===== src/hw/rtl/tks_pkg.sv =====
`timescale 1ns / 1ps

package tks_pkg;

  localparam int DEPTH_DEF   = 5;
  localparam int ID_BITS_DEF = 16;
  localparam int SCORE_W     = 32;
  localparam int KIND_W      = 2;
  localparam int RANK_W      = 3;
  localparam int STATUS_W    = 3;

  localparam logic [KIND_W-1:0] KIND_INSERT = 2'd0;
  localparam logic [KIND_W-1:0] KIND_READ   = 2'd1;
  localparam logic [KIND_W-1:0] KIND_CLEAR  = 2'd2;

  localparam logic [STATUS_W-1:0] STAT_INSERTED   = 3'd0;
  localparam logic [STATUS_W-1:0] STAT_RAISED     = 3'd1;
  localparam logic [STATUS_W-1:0] STAT_KEPT       = 3'd2;
  localparam logic [STATUS_W-1:0] STAT_DROPPED    = 3'd3;
  localparam logic [STATUS_W-1:0] STAT_READ_OK    = 3'd4;
  localparam logic [STATUS_W-1:0] STAT_READ_EMPTY = 3'd5;
  localparam logic [STATUS_W-1:0] STAT_CLEARED    = 3'd6;

  typedef enum logic [2:0] {
    S_IDLE,
    S_SCAN,
    S_DECIDE,
    S_EVICT,
    S_SHIFT,
    S_PLACE
  } state_e;

  // Outcome of comparing one stored entry against the key being inserted.
  typedef struct packed {
    logic id_eq;  // stored id equals the key id
    logic ge;     // stored score is at least the key score
    logic gt;     // key score is strictly above the stored score
  } cmp_t;

endpackage


===== src/hw/rtl/tks_cmp.sv =====
`timescale 1ns / 1ps

module tks_cmp import tks_pkg::*; #(
  parameter int ID_BITS = ID_BITS_DEF
) (
  input  logic [ID_BITS-1:0]        entry_id_i,
  input  logic signed [SCORE_W-1:0] entry_score_i,
  input  logic [ID_BITS-1:0]        key_id_i,
  input  logic signed [SCORE_W-1:0] key_score_i,
  output cmp_t                      cmp_o
);

  always_comb begin
    cmp_o.id_eq = (entry_id_i == key_id_i);
    cmp_o.ge    = (entry_score_i >= key_score_i);
    cmp_o.gt    = (key_score_i > entry_score_i);
  end

endmodule


===== src/hw/rtl/tks_table.sv =====
`timescale 1ns / 1ps

module tks_table import tks_pkg::*; #(
  parameter int DEPTH   = DEPTH_DEF,
  parameter int ID_BITS = ID_BITS_DEF,
  localparam int IDX_W  = (DEPTH > 1) ? $clog2(DEPTH) : 1
) (
  input  logic                      clk_i,
  input  logic [IDX_W-1:0]          rd_addr_i,
  output logic [ID_BITS-1:0]        rd_id_o,
  output logic signed [SCORE_W-1:0] rd_score_o,
  input  logic                      wr_en_i,
  input  logic [IDX_W-1:0]          wr_addr_i,
  input  logic [ID_BITS-1:0]        wr_id_i,
  input  logic signed [SCORE_W-1:0] wr_score_i
);

  logic [ID_BITS-1:0]        id_q    [DEPTH];
  logic signed [SCORE_W-1:0] score_q [DEPTH];

  always_ff @(posedge clk_i) begin
    if (wr_en_i) begin
      id_q[wr_addr_i]    <= wr_id_i;
      score_q[wr_addr_i] <= wr_score_i;
    end
  end

  assign rd_id_o    = id_q[rd_addr_i];
  assign rd_score_o = score_q[rd_addr_i];

endmodule


===== src/hw/rtl/top_k_score_table.sv =====
`timescale 1ns / 1ps
// Read and clear: the result strobe comes in the cycle after the beat; busy stays low.
// Insert: busy while it scans, decides, evicts the last entry if the table is full,
// shifts and places; a found id that is not raised, or a dropped beat, ends at
// the decide state. The strobe rises as busy falls. The single entry comparator and
// the single table read port make an insert step entry by entry. Results cannot be stalled.
// Reset empties the table; stored ids and scores are not cleared.

module top_k_score_table import tks_pkg::*; #(
  parameter int DEPTH   = DEPTH_DEF,
  parameter int ID_BITS = ID_BITS_DEF
) (
  input  logic                      clk_i,
  input  logic                      rst_ni,
  input  logic                      start,
  output logic                      busy,
  input  logic [KIND_W-1:0]         kind_i,
  input  logic [ID_BITS-1:0]        player_id_i,
  input  logic signed [SCORE_W-1:0] score_i,
  input  logic [RANK_W-1:0]         read_rank_i,
  output logic                      done_o,
  output logic [STATUS_W-1:0]       status_o,
  output logic [RANK_W-1:0]         rank_o,
  output logic                      evicted_o,
  output logic [ID_BITS-1:0]        out_id_o,
  output logic signed [SCORE_W-1:0] out_score_o
);

  localparam int IDX_W = (DEPTH > 1) ? $clog2(DEPTH) : 1;
  localparam int CNT_W = $clog2(DEPTH + 1);
  localparam int CMP_W = (CNT_W > RANK_W) ? CNT_W : RANK_W;

  state_e state_q, state_d;
  logic [CNT_W-1:0] count_q, count_d;
  logic [CNT_W-1:0] idx_q, idx_d;
  logic [CNT_W-1:0] pos_q, pos_d;
  logic [CNT_W-1:0] idx_m1;
  logic found_q, found_d;
  logic gt_q, gt_d;
  logic ev_q, ev_d;
  logic [ID_BITS-1:0]        ev_id_q, ev_id_d;
  logic signed [SCORE_W-1:0] ev_score_q, ev_score_d;
  logic [ID_BITS-1:0]        key_id_q, key_id_d;
  logic signed [SCORE_W-1:0] key_score_q, key_score_d;

  logic                      res_set;
  logic [STATUS_W-1:0]       res_status;
  logic [RANK_W-1:0]         res_rank;
  logic                      res_ev;
  logic [ID_BITS-1:0]        res_id;
  logic signed [SCORE_W-1:0] res_score;

  logic                      done_q;
  logic [STATUS_W-1:0]       status_q;
  logic [RANK_W-1:0]         rank_q;
  logic                      evicted_q;
  logic [ID_BITS-1:0]        out_id_q;
  logic signed [SCORE_W-1:0] out_score_q;

  logic [IDX_W-1:0]          rd_addr;
  logic [ID_BITS-1:0]        rd_id;
  logic signed [SCORE_W-1:0] rd_score;
  logic                      wr_en;
  logic [IDX_W-1:0]          wr_addr;
  logic [ID_BITS-1:0]        wr_id;
  logic signed [SCORE_W-1:0] wr_score;
  logic [CMP_W-1:0]          rr_ext;
  cmp_t                      cmp;

  tks_table #(
    .DEPTH   (DEPTH),
    .ID_BITS (ID_BITS)
  ) u_table (
    .clk_i      (clk_i),
    .rd_addr_i  (rd_addr),
    .rd_id_o    (rd_id),
    .rd_score_o (rd_score),
    .wr_en_i    (wr_en),
    .wr_addr_i  (wr_addr),
    .wr_id_i    (wr_id),
    .wr_score_i (wr_score)
  );

  tks_cmp #(
    .ID_BITS (ID_BITS)
  ) u_cmp (
    .entry_id_i    (rd_id),
    .entry_score_i (rd_score),
    .key_id_i      (key_id_q),
    .key_score_i   (key_score_q),
    .cmp_o         (cmp)
  );

  assign busy   = (state_q != S_IDLE);
  assign rr_ext = CMP_W'(read_rank_i);
  assign idx_m1 = idx_q - CNT_W'(1);

  always_comb begin
    state_d     = state_q;
    count_d     = count_q;
    idx_d       = idx_q;
    pos_d       = pos_q;
    found_d     = found_q;
    gt_d        = gt_q;
    ev_d        = ev_q;
    ev_id_d     = ev_id_q;
    ev_score_d  = ev_score_q;
    key_id_d    = key_id_q;
    key_score_d = key_score_q;
    rd_addr     = '0;
    wr_en       = 1'b0;
    wr_addr     = '0;
    wr_id       = key_id_q;
    wr_score    = key_score_q;
    res_set     = 1'b0;
    res_status  = STAT_INSERTED;
    res_rank    = '0;
    res_ev      = 1'b0;
    res_id      = '0;
    res_score   = '0;

    unique case (state_q)
      S_IDLE: begin
        rd_addr = rr_ext[IDX_W-1:0];
        if (start) begin
          case (kind_i)
            KIND_INSERT: begin
              key_id_d    = player_id_i;
              key_score_d = score_i;
              idx_d       = '0;
              pos_d       = '0;
              found_d     = 1'b0;
              gt_d        = 1'b0;
              ev_d        = 1'b0;
              ev_id_d     = '0;
              ev_score_d  = '0;
              state_d     = S_SCAN;
            end
            KIND_READ: begin
              res_set  = 1'b1;
              res_rank = read_rank_i;
              // Valid entries are packed, so a rank below the fill count is held.
              if (rr_ext < CMP_W'(count_q)) begin
                res_status = STAT_READ_OK;
                res_id     = rd_id;
                res_score  = rd_score;
              end else begin
                res_status = STAT_READ_EMPTY;
              end
            end
            KIND_CLEAR: begin
              count_d    = '0;
              res_set    = 1'b1;
              res_status = STAT_CLEARED;
            end
            default: begin
            end
          endcase
        end
      end

      S_SCAN: begin
        rd_addr = idx_q[IDX_W-1:0];
        if (idx_q == count_q) begin
          state_d = S_DECIDE;
        end else if (cmp.id_eq) begin
          found_d = 1'b1;
          gt_d    = cmp.gt;
          state_d = S_DECIDE;
        end else begin
          pos_d = pos_q + CNT_W'(cmp.ge);
          idx_d = idx_q + CNT_W'(1);
        end
      end

      S_DECIDE: begin
        if (found_q) begin
          if (gt_q) begin
            state_d = S_SHIFT;
          end else begin
            res_set    = 1'b1;
            res_status = STAT_KEPT;
            res_rank   = RANK_W'(idx_q);
            state_d    = S_IDLE;
          end
        end else if (pos_q == CNT_W'(DEPTH)) begin
          res_set    = 1'b1;
          res_status = STAT_DROPPED;
          res_rank   = RANK_W'(DEPTH);
          state_d    = S_IDLE;
        end else if (count_q == CNT_W'(DEPTH)) begin
          state_d = S_EVICT;
        end else begin
          // The scan index already equals the fill count: the first free slot.
          state_d = S_SHIFT;
        end
      end

      S_EVICT: begin
        rd_addr    = IDX_W'(DEPTH - 1);
        ev_d       = 1'b1;
        ev_id_d    = rd_id;
        ev_score_d = rd_score;
        idx_d      = CNT_W'(DEPTH - 1);
        state_d    = S_SHIFT;
      end

      S_SHIFT: begin
        rd_addr = idx_m1[IDX_W-1:0];
        if (idx_q == pos_q) begin
          state_d = S_PLACE;
        end else begin
          wr_en    = 1'b1;
          wr_addr  = idx_q[IDX_W-1:0];
          wr_id    = rd_id;
          wr_score = rd_score;
          idx_d    = idx_m1;
        end
      end

      S_PLACE: begin
        wr_en      = 1'b1;
        wr_addr    = pos_q[IDX_W-1:0];
        res_set    = 1'b1;
        res_status = found_q ? STAT_RAISED : STAT_INSERTED;
        res_rank   = RANK_W'(pos_q);
        res_ev     = ev_q;
        res_id     = ev_id_q;
        res_score  = ev_score_q;
        if (!found_q && !ev_q) begin
          count_d = count_q + CNT_W'(1);
        end
        state_d = S_IDLE;
      end

      default: begin
        state_d = S_IDLE;
      end
    endcase
  end

  always_ff @(posedge clk_i or negedge rst_ni) begin
    if (!rst_ni) begin
      state_q <= S_IDLE;
      count_q <= '0;
      done_q  <= 1'b0;
    end else begin
      state_q <= state_d;
      count_q <= count_d;
      done_q  <= res_set;
    end
  end

  always_ff @(posedge clk_i) begin
    idx_q       <= idx_d;
    pos_q       <= pos_d;
    found_q     <= found_d;
    gt_q        <= gt_d;
    ev_q        <= ev_d;
    ev_id_q     <= ev_id_d;
    ev_score_q  <= ev_score_d;
    key_id_q    <= key_id_d;
    key_score_q <= key_score_d;
    if (res_set) begin
      status_q    <= res_status;
      rank_q      <= res_rank;
      evicted_q   <= res_ev;
      out_id_q    <= res_id;
      out_score_q <= res_score;
    end
  end

  assign done_o      = done_q;
  assign status_o    = status_q;
  assign rank_o      = rank_q;
  assign evicted_o   = evicted_q;
  assign out_id_o    = out_id_q;
  assign out_score_o = out_score_q;

endmodule


===== config.mk =====
export PLATFORM = sky130hd
export DESIGN_NAME = top_k_score_table
export DESIGN_NICKNAME = d
export VERILOG_FILES = /design/src/hw/rtl/tks_pkg.sv /design/src/hw/rtl/tks_cmp.sv /design/src/hw/rtl/tks_table.sv /design/src/hw/rtl/top_k_score_table.sv
export SDC_FILE = /design/constraint.sdc
export NUM_CORES = 1
export LEC_CHECK = 0
export ABC_AREA = 0
export BUFFER_PORTS_ARGS = -buffer_cell sky130_fd_sc_hd__buf_2
export CAP_MARGIN = 30
export CORE_MARGIN = 2
export CORE_UTILIZATION = 32
export CTS_BUF_LIST = sky130_fd_sc_hd__clkbuf_16
export DETAILED_ROUTE_END_ITERATION = 12
export HOLD_SLACK_MARGIN = 0.12
export PLACE_DENSITY_LB_ADDON = 0.08
export SYNTH_ARGS = -nofsm -noshare
export SYNTH_HDL_FRONTEND = slang
export SYNTH_SLANG_ARGS = --single-unit

===== constraint.sdc =====
create_clock -name clk_i -period 11.3 [get_ports clk_i]
set_clock_uncertainty 0.05 [all_clocks]
set_input_delay 2.26 -clock clk_i [delete_from_list [all_inputs] [get_ports clk_i]]
set_output_delay 2.26 -clock clk_i [all_outputs]
set_load 0.005 [all_outputs]

==> run metrics <==
WHS Path Cells 2; Comb pwr share 34.6%; Lkg Pwr 0.00775 uW; PnR Total Power 5360 uW; first-pass GRT wire length 72000 um; Initial Utilization 32.2%; antenna violations before repair 1; Critical Path AT 7.85 ns; Worst Setup Path Type input port to flip-flop; sequential fraction of the synthesis area 67.6%; Setup Fix Bufs, Post-CTS 0; total inserted antenna cells 0; CTS Sinks 407; max-slew violations 0; critical path required time 11.58 ns; GRT Total Usage 16.9%; status finished clean; endpoints failing setup 0; CTS tree yes; # Max-Cap Violations 0; hold slack 0.474 ns; Hold-fix buffers, CTS 0; DP HPWL 29000 um; Synthesized Nets 1416; final instance count without filler cells 2216; first-pass detailed-route iteration total 5; critical path fanouts, max 23; Die Ht 241 um; RSZ-0062 raised after global routing false; core area 0.0561 sq mm; clock latency at the later pin of the worst-skew pair 0.58 ns; pwr dens 256 mW/mm^2; WL met1 21600 um; # resized after CTS 0; Top Layer Used met4; Finished Cell Area 0.0209 sq mm; HP Class flip-flop to flip-flop; largest vdd supply drop 0.125 mV; Rows 87; io pins 113; placed cell area 0.0195 sq mm; number of CTS-inserted buffers 48; largest net degree at the start of global routing 60; Mean Syn Cell Area 13.7 sq um; nets@finish 1525; Clk pwr share 26.8%; P_int 3450 uW; clk root buf clkbuf_16; FMAX 132 MHz; width of the die 241 um; Rel. slew slack 36.4%; clk buf depth 3; routed wire length 48600 um; initial drt markers 774; Area growth, synth to finish 16.0%; YS warnings 0; wire per inst 21.9 um; async set-reset flop share out of synthesis 1.72%; GPL Wtd Cong 0.776; Cells after Synth 1316; Mapped Area 0.0180 sq mm; TNS Setup 0 ns; die area 0.0583 sq mm; Netlist cell types 62; antenna-violating nets left 0; Inst Count DP 2131; Worst Setup End Kind flip-flop; sequential power share 38.6%; Vias 10800; Final Cycle Share 67.0%; total gr overflow 0; EDFF count, synth 400; register bit total from synthesis 407; vias in the first global route 11100; actual slew at the worst max-slew pin 0.954 ns; # DRC 0; clk slew on worst S/H paths 0.05 ns; Port Buf Inserts 112; type of origin of the critical path input port; switching part of the total 35.6%; Final Hold Vio Count 0; met2 WL 23800 um; Top FF cell, synth edfxtp_1; H-tree Lvls 2; met3 WL post-DR 1990 um; Via density 4.88; Psw 1910 uW; reg2reg path depth 19; Final min period 7.57 ns; fraction of layout instances using a drive strength above 1 17.3%
[flip-flops by register name, summed over array words and instances (netlist names), 3 cells and up]
signal and flops:
count_q 3, ev_id_q 16, ev_score_q 32, idx_q 3, key_id_q 16, key_score_q 32, out_id_o 16, out_score_o 32
pos_q 3, rank_o 3, state_q 3, status_o 3, u_table.id_q 80, u_table.score_q 160
[power groups by stage]
stage | sequential (uW) | combinational, uW | clock (uW)
floorplan | 2060 | 1280 | 0
global placement | 2100 | 1890 | 0
detailed placement | 2100 | 1890 | 0
CTS | 2070 | 1900 | 1490
global route | 2090 | 2070 | 1550
finish | 2070 | 1860 | 1430
[path summary, 6_finish.rpt]
path	from	slack [ns]	end
max	read_rank_i[0]	3.73	pos_q[1]
min	ev_id_q[6]	0.47	out_id_o[6]
max reg2reg	state_q[2]	4.73	pos_q[1]
min reg2reg	ev_id_q[6]	0.47	out_id_o[6]
max in group asynchronous	rst_ni	9.54	count_q[1]
min in group asynchronous	rst_ni	1.48	state_q[1]
[critical path, stage by stage]
cell and delay [ns]:
buf_2 0.14, nor2_2 0.06, o32a_2 0.57, nor2_4 0.73, buf_4 0.62, mux4_2 0.57, mux2i_1 0.27, inv_1 0.08
ha_1 0.35, nand2_1 0.10, nor2_1 0.14, nand3_1 0.14, nor3_1 0.36, nand2_1 0.13, a21o_1 0.19, and4_1 0.18
o21ai_0 0.34, ha_1 0.22, ha_1 0.22, and3_1 0.16
[synth_stat cells, types with 4 or more instances]
master | n | area, sq um
nor2b_1 | 21 | 131
ha_1 | 44 | 551
nand2_1 | 147 | 552
nand2b_1 | 6 | 37.5
buf_2 | 12 | 60.1
nand4_1 | 7 | 43.8
o21a_1 | 6 | 45.0
o31ai_1 | 4 | 30.0
a21boi_0 | 4 | 30.0
edfxtp_1 | 400 | 12000
nor3_1 | 16 | 80.1
clkbuf_1 | 48 | 180
dfrtp_1 | 7 | 175
mux4_2 | 34 | 766
xor2_1 | 32 | 280
o22ai_1 | 4 | 25.0
a211oi_1 | 4 | 30.0
inv_1 | 81 | 304
nor2_1 | 75 | 282
mux2i_1 | 54 | 541
o21ai_0 | 122 | 611
nand3_1 | 27 | 135
a31oi_1 | 12 | 75.1
nor4_1 | 11 | 68.8
and3_1 | 19 | 119
a21oi_1 | 32 | 160
xnor2_1 | 15 | 131
buf_1 | 9 | 33.8
o21ai_1 | 4 | 20.0
a21o_1 | 8 | 60.1
[layout by cell type, fill, tap and decap left out, drive strengths merged, types with 15 or more instances in the layout]
cell type	count
nor2	76
clkbuf	49
inv	92
nor3	16
xnor2	15
mux2i	54
edfxtp	400
nor2b	21
clkinv	22
and3	19
a21oi	32
ha	44
buf	133
nand3	28
xor2	32
mux4	34
o21ai	126
nand2	147
[kinds of logic after synthesis]
logic type                 after synthesis  share of synthesized area [%]
muxes                                   88                           7.24
buffers and inverters                  155                           3.46
AOI/OAI and AO/OA                      225                           7.40
DFF                                    407                           67.6
and+or+nand+nor                        350                           8.96
adders and majority gates               44                           3.05
xor gates and xnor gates                47                           2.28
[per-layer routing]
| layer | up-vias | global-route usage, % |
|---|---|---|
| li1 | 5090 | - |
| met1 | 5427 | 22.2 |
| met2 | 232 | 28.6 |
| met3 | 71 | 2.88 |
| met4 | 0 | 5.14 |
| met5 | - | 0 |
[per-stage QoR]
stage	util [%]	worst slack, ns
detailed placement	34.7	2.97
finish	37.3	3.73
CTS	37.3	3.57
global route	37.3	3.17
global placement	34.7	3.10
floorplan	-	4.85
[layout make-up]
type                    count  area [sq um]
clock buffers              49          1230
clock inverters            36           220
well taps                 756           946
flip-flops and latches    407         12200
multi-input cells         754          5300
repair buffers            133           738
inverters                  81           304
fillers                  5408         35100
(Power assumes the default switching activity.)
